===== src/hw/rtl/smc_pkg.sv =====
// ----------------------------------------------------------------------------
// smc_pkg: shared constants for the SIP method classifier
// Method prefix table, SSDP signature, pre-filter constants and codes.
// ----------------------------------------------------------------------------
package smc_pkg;

  localparam int unsigned PrefixCount = 11;
  localparam int unsigned PrefixMax   = 12;
  localparam int unsigned SsdpLen     = 17;
  localparam int unsigned PosW        = 7;
  localparam int unsigned KindW       = 4;
  localparam int unsigned MinLenW     = 7;

  localparam logic [PosW-1:0] POS_MAX       = 7'd127;
  localparam logic [MinLenW-1:0] MIN_LEN_RST = 7'd64;

  // slot of NOTIFY in the prefix table
  localparam int unsigned NotifyIdx = 5;

  localparam logic [KindW-1:0] KIND_NONE = 4'd0;

  // register word indexes on the config port
  localparam logic REG_MIN_LEN = 1'b0;

  localparam logic [31:0] FILTER_MASK_A = 32'h4941_5449;
  localparam logic [31:0] FILTER_MASK_B = 32'h5349_4220;
  localparam logic [63:0] FILTER_MAGIC  = 64'h7efe_fefe_7efe_feff;
  localparam logic [63:0] FILTER_HIGH   = 64'h8101_0101_8101_0100;

  // strings are right-justified: first char sits in the highest used byte
  localparam logic [PrefixMax*8-1:0] PREFIX_TEXT [PrefixCount] = '{
    "REGISTER", "INVITE", "OPTIONS :sip", "CANCEL", "INFO", "NOTIFY",
    "REPLY", "ACK", "BYE", "SUBSCRIBE", "PUBLISH"
  };
  localparam logic [3:0] PREFIX_LEN [PrefixCount] = '{
    4'd8, 4'd6, 4'd12, 4'd6, 4'd4, 4'd6, 4'd5, 4'd3, 4'd3, 4'd9, 4'd7
  };
  localparam logic [SsdpLen*8-1:0] SSDP_TEXT = "NOTIFY * HTTP/1.1";

  // one half of the pre-filter
  function automatic logic filter_hit(logic [31:0] word, logic [31:0] mask);
    logic [31:0] x;
    logic [63:0] r;
    x = word ^ mask;
    r = ({32'd0, x} + FILTER_MAGIC) ^ {32'd0, ~x};
    return (r & FILTER_HIGH) != 64'd0;
  endfunction

endpackage


===== src/hw/rtl/sip_method_classifier_core.sv =====
// ----------------------------------------------------------------------------
// sip_method_classifier_core: byte-stream SIP method classifier
// Classifies each payload at its last byte as a SIP message kind or 0.
// ----------------------------------------------------------------------------
// Channel  | Dir | Fields
// s_axis   | in  | tdata[7:0] payload_byte, tlast last_byte
// m_axis   | out | tdata[3:0] message_kind (bits 7:4 zero), one word per payload
// apb      | in  | word 0 (paddr 0): min_payload_length[6:0]
//
// One byte per cycle sustained while no last byte waits on a stalled result.
// A byte is taken into the input register; while it sits there the prefix
// compare, pre-filter and kind select run into the result register, which
// takes the kind of a last byte once that register is free.
// Reset clears all packet state, sets min_payload_length to 64, no sweep.
// A stalled result holds off a further last byte; other bytes keep flowing
// until that last byte reaches the input register.
// ----------------------------------------------------------------------------
module sip_method_classifier_core (
  input  logic       clk_i,
  input  logic       rst_ni,
  // stream in
  input  logic       s_axis_tvalid,
  output logic       s_axis_tready,
  input  logic [7:0] s_axis_tdata,   // [7:0] payload_byte
  input  logic       s_axis_tlast,   // last_byte
  // stream out
  output logic       m_axis_tvalid,
  input  logic       m_axis_tready,
  output logic [7:0] m_axis_tdata,   // [3:0] message_kind, [7:4] zero
  // config
  input  logic       psel,
  input  logic       penable,
  input  logic       pwrite,
  input  logic [2:0] paddr,
  input  logic [31:0] pwdata,
  output logic [31:0] prdata,
  output logic       pready
);
  import smc_pkg::*;

  // config register
  logic [MinLenW-1:0] min_len_q;
  logic               cfg_wr;

  assign pready = 1'b1;
  assign cfg_wr = psel && penable && pwrite && (paddr[2] == REG_MIN_LEN);
  assign prdata = (paddr[2] == REG_MIN_LEN) ? {25'd0, min_len_q} : 32'd0;

  always_ff @(posedge clk_i or negedge rst_ni) begin
    if (!rst_ni) begin
      min_len_q <= MIN_LEN_RST;
    end else if (cfg_wr) begin
      min_len_q <= pwdata[MinLenW-1:0];
    end
  end

  // input register
  logic       in_valid_q;
  logic [7:0] in_byte_q;
  logic       in_last_q;
  logic       out_valid_q;
  logic [KindW-1:0] kind_q;
  logic       out_free;
  logic       proc_fire;

  assign out_free      = !out_valid_q || m_axis_tready;
  assign proc_fire     = in_valid_q && (!in_last_q || out_free);
  assign s_axis_tready = !in_valid_q || proc_fire;

  always_ff @(posedge clk_i or negedge rst_ni) begin
    if (!rst_ni) begin
      in_valid_q <= 1'b0;
    end else if (s_axis_tready) begin
      in_valid_q <= s_axis_tvalid;
    end
  end

  always_ff @(posedge clk_i) begin
    if (s_axis_tready && s_axis_tvalid) begin
      in_byte_q <= s_axis_tdata;
      in_last_q <= s_axis_tlast;
    end
  end

  // packet state
  logic [PosW-1:0]        pos_q, pos_d, len;
  logic [31:0]            head_q, head_d;
  logic [PrefixCount-1:0] alive_q, alive_d;
  logic                   ssdp_q, ssdp_d;
  logic [KindW-1:0]       kind_d;

  always_comb begin
    logic [3:0] pidx;
    logic [4:0] sidx;
    logic       found;
    logic       pass;

    head_d  = head_q;
    alive_d = alive_q;
    ssdp_d  = ssdp_q;
    found   = 1'b0;
    kind_d  = KIND_NONE;

    case (pos_q)
      7'd0:    head_d[31:24] = in_byte_q;
      7'd1:    head_d[23:16] = in_byte_q;
      7'd2:    head_d[15:8]  = in_byte_q;
      7'd3:    head_d[7:0]   = in_byte_q;
      default: head_d = head_q;
    endcase

    for (int i = 0; i < PrefixCount; i++) begin
      pidx = 4'(PREFIX_LEN[i] - 4'd1 - pos_q[3:0]);
      if (pos_q < {3'd0, PREFIX_LEN[i]} && PREFIX_TEXT[i][pidx*8 +: 8] != in_byte_q) begin
        alive_d[i] = 1'b0;
      end
    end

    sidx = 5'(5'(SsdpLen) - 5'd1 - pos_q[4:0]);
    if (pos_q < 7'(SsdpLen) && SSDP_TEXT[sidx*8 +: 8] != in_byte_q) begin
      ssdp_d = 1'b0;
    end

    len = (pos_q == POS_MAX) ? POS_MAX : pos_q + 7'd1;

    pass = (len >= min_len_q) &&
           (filter_hit(head_d, FILTER_MASK_A) || filter_hit(head_d, FILTER_MASK_B));

    // first live prefix that fits wins
    for (int i = 0; i < PrefixCount; i++) begin
      if (!found && alive_d[i] && len >= {3'd0, PREFIX_LEN[i]}) begin
        found = 1'b1;
        if (i == NotifyIdx && ssdp_d && len >= 7'(SsdpLen)) begin
          kind_d = KIND_NONE;
        end else begin
          kind_d = KindW'(i + 1);
        end
      end
    end
    if (!pass) begin
      kind_d = KIND_NONE;
    end

    pos_d = len;
  end

  always_ff @(posedge clk_i or negedge rst_ni) begin
    if (!rst_ni) begin
      pos_q   <= '0;
      head_q  <= '0;
      alive_q <= '1;
      ssdp_q  <= 1'b1;
    end else if (proc_fire) begin
      if (in_last_q) begin
        pos_q   <= '0;
        head_q  <= '0;
        alive_q <= '1;
        ssdp_q  <= 1'b1;
      end else begin
        pos_q   <= pos_d;
        head_q  <= head_d;
        alive_q <= alive_d;
        ssdp_q  <= ssdp_d;
      end
    end
  end

  // result register
  always_ff @(posedge clk_i or negedge rst_ni) begin
    if (!rst_ni) begin
      out_valid_q <= 1'b0;
    end else if (out_free) begin
      out_valid_q <= proc_fire && in_last_q;
    end
  end

  always_ff @(posedge clk_i) begin
    if (proc_fire && in_last_q) begin
      kind_q <= kind_d;
    end
  end

  assign m_axis_tvalid = out_valid_q;
  assign m_axis_tdata  = {4'd0, kind_q};

  // checks
  a_kind_range: assert property (@(posedge clk_i) disable iff (!rst_ni)
    out_valid_q |-> kind_q <= 4'd11)
    else $error("message kind out of range");

  a_clear_after_last: assert property (@(posedge clk_i) disable iff (!rst_ni)
    proc_fire && in_last_q |=> pos_q == '0 && alive_q == '1 && ssdp_q)
    else $error("packet state not cleared after last byte");

  a_pos_advances: assert property (@(posedge clk_i) disable iff (!rst_ni)
    proc_fire && !in_last_q |=> pos_q != '0)
    else $error("byte position did not advance");

  a_result_source: assert property (@(posedge clk_i) disable iff (!rst_ni)
    $rose(out_valid_q) |-> $past(proc_fire && in_last_q))
    else $error("result without a processed last byte");

endmodule

===== config.mk =====
export PLATFORM = sky130hd
export DESIGN_NAME = sip_method_classifier_core
export DESIGN_NICKNAME = d
export VERILOG_FILES = /design/src/hw/rtl/smc_pkg.sv /design/src/hw/rtl/sip_method_classifier_core.sv
export SDC_FILE = /design/constraint.sdc
export NUM_CORES = 1
export LEC_CHECK = 0
export BUFFER_PORTS_ARGS = -buffer_cell sky130_fd_sc_hd__buf_4
export CAP_MARGIN = 40
export CORE_ASPECT_RATIO = 1.25
export CORE_UTILIZATION = 30
export DETAILED_ROUTE_END_ITERATION = 12
export GPL_TIMING_DRIVEN = 0
export SYNTH_ARGS = -nofsm -noshare
export SYNTH_HDL_FRONTEND = slang
export SYNTH_SLANG_ARGS = --single-unit

===== constraint.sdc =====
create_clock -name clk_i -period 9.7 [get_ports clk_i]
set_input_delay 0 -clock clk_i [delete_from_list [all_inputs] [get_ports clk_i]]
set_output_delay 0 -clock clk_i [all_outputs]
set_load 0.01 [all_outputs]

# ---- Yosys cells after proc, flatten, opt, wreduce, memory -nomap -nowiden
# Index checks and enable logic that the tools add are counted.
dict set report op_classes {
  n_reduce_logical 62
  muxes 44
  add_sub_neg 12
  eq_ne 16
  shift 12
  magnitude_cmp 19
  bitwise_logic 8
}
# cell count
set ops {}
lappend ops {{$shiftx 96x8->8 const A} 11}
lappend ops {{$shiftx 136x9->8 const A} 1}
lappend ops {{$add 32x63->64 const B} 2}
lappend ops {{$reduce_bool 64->1} 2}
lappend ops {{$xor 64x32->64} 2}
lappend ops {{$ne 8x8->1} 12}
lappend ops {{$not 32->32} 2}
lappend ops {{$logic_and 1x1->1} 41}
lappend ops {{$mux 4} 10}
lappend ops {{$mux 32} 1}
lappend ops {{$mux 8} 4}
lappend ops {{$ge 7x3->1 const B} 4}
lappend ops {{$lt 7x3->1 const B} 4}
lappend ops {{$mux 1} 24}
lappend ops {{$ge 7x4->1 const B} 3}
lappend ops {{$lt 7x4->1 const B} 3}
lappend ops {{$mux 7} 3}
lappend ops {{$sub 3x4->4 const A} 4}
lappend ops {{$eq 7x2->1 const B} 2}
lappend ops {{$logic_not 1->1} 13}
lappend ops {{$mux 11} 1}
lappend ops {{$not 11->11} 1}
lappend ops {{$not 10->10} 1}
lappend ops {{$sub 2x4->4 const A} 2}
lappend ops {{15 further kinds} 20}
dict set report totals {
  regBits 73
  input_bits 51
  word_cells 184
}

# ---- Logic depth before layout (Yosys ltp)
dict set report logic_depth {
  word_depth 47
  mapped_depth 19
}

# ---- Worst setup path after synthesis
# No wires, ideal clock.
dict set report synth_timing {
  path_kind {reg-to-reg}
  start {register pos_q[0]}
  end {register kind_q[1] (data pin)}
  slack_ns 5.634
  t_arrival_ns 3.914
  stages_incl_launch_ff 18
  synth_period_minus_slack_ns 4.066
  path_cell_list {dfrtp_1 -> buf_2 -> buf_2 -> buf_1 -> inv_1 -> ha_1 -> buf_4 -> inv_1 -> ha_1 -> a21oi_2 -> xnor2_1 -> and4bb_1 -> a211oi_1 -> o31a_1 -> or3b_4 -> a2111oi_0 -> o21ai_1 -> a31oi_1}
}
dict set report synth_via {
  elab_chain_len 47
  elab_cells_between_ends 152
  classes_between {add/sub (12); order compare (19); eq/ne (16); shift (12); mux (38); bitwise (6); reduce/logical (49)}
}
# item line_no
set synth_rtl {}
lappend synth_rtl {{from (decl)} sip_method_classifier_core.sv:86} ;# logic [PosW-1:0] pos_q, pos_d, len;
lappend synth_rtl {{from (signal assigned)} sip_method_classifier_core.sv:160} ;# pos_q <= pos_d;
lappend synth_rtl {{$sub 3x4->4} sip_method_classifier_core.sv:113} ;# pidx = 4'(PREFIX_LEN[i] - 4'd1 - pos_q[3:0]);
lappend synth_rtl {{$shiftx 96x8->8} sip_method_classifier_core.sv:114} ;# if (pos_q < {3'd0, PREFIX_LEN[i]} && PREFIX_TEXT[i][pidx*8 +: 8] != in_byte_q) begin
lappend synth_rtl {{$ne 8x8->1} sip_method_classifier_core.sv:114}
lappend synth_rtl {{$logic_and 1x1->1} sip_method_classifier_core.sv:114}
lappend synth_rtl {{$mux 1} sip_method_classifier_core.sv:114}
lappend synth_rtl {{$logic_and 1x1->1} sip_method_classifier_core.sv:131} ;# if (!found && alive_d[i] && len >= {3'd0, PREFIX_LEN[i]}) begin
lappend synth_rtl {{$mux 1} sip_method_classifier_core.sv:131}
lappend synth_rtl {{$logic_not 1->1} sip_method_classifier_core.sv:131}
lappend synth_rtl {{(+28 left out)} --}
lappend synth_rtl {{$logic_and 1x1->1 (2 in series)} sip_method_classifier_core.sv:131}
lappend synth_rtl {{$mux 1} sip_method_classifier_core.sv:131}
lappend synth_rtl {{$logic_not 1->1} sip_method_classifier_core.sv:131}
lappend synth_rtl {{$logic_and 1x1->1 (2 in series)} sip_method_classifier_core.sv:131}
lappend synth_rtl {{$mux 1} sip_method_classifier_core.sv:131}
lappend synth_rtl {{$logic_not 1->1} sip_method_classifier_core.sv:131}
lappend synth_rtl {{$logic_and 1x1->1 (2 in series)} sip_method_classifier_core.sv:131}
lappend synth_rtl {{$mux 4} sip_method_classifier_core.sv:131}
lappend synth_rtl {{to (signal assigned)} sip_method_classifier_core.sv:179} ;# kind_q <= kind_d;
lappend synth_rtl {{to (decl)} sip_method_classifier_core.sv:62} ;# logic [KindW-1:0] kind_q;
# Several ways; a longest one is shown, not always the timed one.
# A chain may end at the register's enable or synchronous reset.

# ---- Worst setup path after layout
dict set report layout_timing {
  start {register pos_q[0]}
  end {register kind_q[0] (data pin)}
}
# Same word-level chain as after synthesis.

==> results_dict.tcl <==
set metrics [dict create \
    start_util 0.308 \
    critical_path_depth 18 \
    yosys-top-cells-area "dfrtp_1 (17%), ha_1 (6.0%), edfxtp_1 (5.7%)" \
    stdcell_count 1233 \
    dp_slack_ps 4310 \
    ir_worst_vdd_v 0.0000919 \
    synthToLayoutAreaGrowth_pct 17.8 \
    place_congestion 0.930 \
    post_cts_buffers 0 \
    n_antenna_cell 0 \
    synth-main-ff-cell "dfrtp_1" \
    regArea_um2 1910 \
    drive_gt1_frac 0.166 \
    synth_edf_count 13 \
    grt_pass1_vias 6351 \
    die_w_um 137 \
    cts-buffers-inserted 9 \
    wl_per_cell_um 18.3 \
    yosysWarnings 0 \
    clkSlewWorstSetupHoldPaths_ps 60 \
    rows 61 \
    fmax_ghz 0.179 \
    core-area_um2 22400 \
    drt_iter0_drc 633 \
    critPathKind "reg2reg" \
    dpl.hpwl_um 16100 \
    grt_antenna_before_repair 0 \
    fin_crit_sh 0.575 \
    finalHoldViolations 0 \
    worstPathCellList "buf_2, buf_2, buf_1, inv_1, ha_1, buf_4, inv_1, ha_1, clkbuf_1, clkbuf_1, nand4_1, o211ai_1, xor2_1, a211oi_1, a41oi_1, o21ai_0, a22o_1, a311oi_1" \
    first_pass_iters 5 \
    crit_path_top_delay_cell "dfrtp_1" \
    p_leak_uw 0.00341 \
    vias 6829 \
    root_buffer "clkbuf_16" \
    path_max_fanout 10 \
    min_path_type "in2async" \
    synth.top_cell.area_share 0.171 \
    io_buffers 36 \
    grt-busiest-layer "met2" \
    reg2reg_depth 18 \
    cap_violations 0 \
    io_pins 94 \
    power.density_nw_per_um2 186 \
    seq_area_frac_synth 0.277 \
    setup_viol 0 \
    grt_start_max_net_pins 61 \
    yosysMostFrequentCell "nand2_1" \
    crit_family "buffers and inverters" \
    setup_tns_ps 0 \
    finalNetCount 1029 \
    yosys.area.top_type "dfrtp_1" \
    crit_path_end_kind "flip-flop" \
    drc 0 \
    routed_wl_um 22500 \
    syn_inst 850 \
    total_power_uw 1510 \
    slowest_delay_ps 520 \
    crit_required_ps 9860 \
    cts_buffer_depth 2 \
    drtAntennaViolNets 0 \
    post_cts_resized 0 \
    fill_cells 2316 \
    met3_usage 0.0327 \
    crit_buf_inv 8 \
    fin_crit_ps 5580 \
    gr-usage-met1 0.250 \
    synth.avg_cell_area_um2 8.10 \
    numClockSinks 73 \
    crit_arrival_ps 5740 \
    grt_pass1_wl_um 35400 \
    maxSlewViolCount 0 \
    tightest_slew_ps 896 \
    synth_cell_type_count 88 \
    die_h_um 171 \
    via_per_inst 5.54 \
    htreeDepth 3 \
    multiInputGateArea_um2 4420 \
    ys_async_sr_fraction 0.822 \
    die_area_um2 23600 \
    slew_headroom 0.403 \
    overflow 0 \
    clock_latency_ps 350 \
    holdBufCountCts 20 \
    skew_ps 9.42 \
    rsz0062_at_grt "false" \
    synth_area_um2 6880 \
    grt_use_met2 0.312 \
    grt_usage 0.197 \
    outcome "complete, no violations" \
    synthTopCellsByCount "nand2_1 (95), o21ai_0 (65), nor2_1 (59), dfrtp_1 (47), a21oi_1 (37)" \
    postSynthRegisterBits 73 \
    dp_cells 1197 \
    cts_tree "done" \
    cp-start-kind "flip-flop" \
    worst_slack_ps 4120 \
]
-- layer usage --
layer  vias to the layer above  wire length, um
li1                       3240                -
met1                      3205             9740
met2                       313            10300
met3                        71             1320
met4                         0             1150
met5                         -                0
-- report_power, final --
part	switching [uW]	internal, uW
clock	142	201
sequential	61.7	389
combinational	423	296
total	626	885
-- cell families (layout without fill, tap and decap cells) --
logic type / count (synthesis) / after routing / share of synthesized area
adder cells (fa/ha/maj): 33 / 33 / 0.0600
AO/OA/AOI/OAI: 258 / 258 / 0.256
multiplexers: 26 / 26 / 0.0400
AND/OR/NAND/NOR: 291 / 291 / 0.219
buffers and inverters: 129 / 201 / 0.0965
other: 2 / 30 / 0.00109
XOR/XNOR: 38 / 38 / 0.0505
flip-flops: 73 / 73 / 0.277
-- path summary, 6_finish.rpt --
path,start,endpoint,slack [ps]
worst min-delay path,rst_ni,min_len_q[3],260
worst min register to register,alive_q[6],alive_q[6],460
min in group clk_i,paddr[2],prdata[1],300
worst max register to register,pos_q[0],kind_q[0],4120
max in group asynchronous,rst_ni,head_q[0],8910
worst max-delay path,pos_q[0],kind_q[0],4120
-- final cells by class --
class,count,share of cell area
Buffer,98,0.0676
Clock buffer,10,0.0282
Clock inverter,6,0.00848
Inverter,31,0.0143
Multi-Input combinational cell,676,0.545
Sequential cell,73,0.235
Tap cell,283,0.0437
Timing Repair Buffer,56,0.0580
-- cell usage in the layout (no fill, tap or decap), types with 6 or more instances in the layout --
| cell | count |
|---|---|
| nand4b_1 | 6 |
| dlygate4sd3_1 | 20 |
| dfstp_2 | 13 |
| nand2b_1 | 15 |
| buf_2 | 24 |
| a211oi_1 | 12 |
| a21oi_1 | 37 |
| o31ai_1 | 8 |
| or3_1 | 7 |
| ha_1 | 33 |
| o21ai_0 | 65 |
| nor2b_1 | 12 |
| edfxtp_1 | 13 |
| a21boi_0 | 7 |
| nor2_1 | 59 |
| nand4_1 | 12 |
| nand2_1 | 95 |
| a22oi_1 | 33 |
| a31oi_1 | 10 |
| nand3_1 | 15 |
| clkbuf_1 | 32 |
| dfrtp_1 | 47 |
| mux2i_1 | 14 |
| nand3b_1 | 6 |
| o211ai_1 | 7 |
| nor3_1 | 17 |
| inv_1 | 29 |
| mux2_2 | 12 |
| xor2_1 | 10 |
| a21o_1 | 6 |
| conb_1 | 30 |
| buf_4 | 68 |
| and2_1 | 6 |
| nor4_1 | 9 |
| buf_1 | 7 |
| xnor2_1 | 26 |
| o22ai_1 | 10 |
| clkbuf_16 | 9 |
-- metrics by stage --
step	hold slack (ps)	util	area [um2]
3_3_place_gp	139	0.340	7610
3_5_place_dp	144	0.340	7610
5_1_grt	320	0.363	8110
4_1_cts	291	0.363	8110
2_1_floorplan	-296	-	6990
6_report	261	0.363	8110
-- flip-flops by register name, summed over array words and instances, names as in the netlist --
name and count:
head_q 32, m_axis_tvalid 1, in_valid_q 1, ssdp_q 1, alive_q 11, kind_q 4, in_byte_q 8, min_len_q 7
in_last_q 1, pos_q 7
Note: power is estimated with default switching activity, not from simulation.
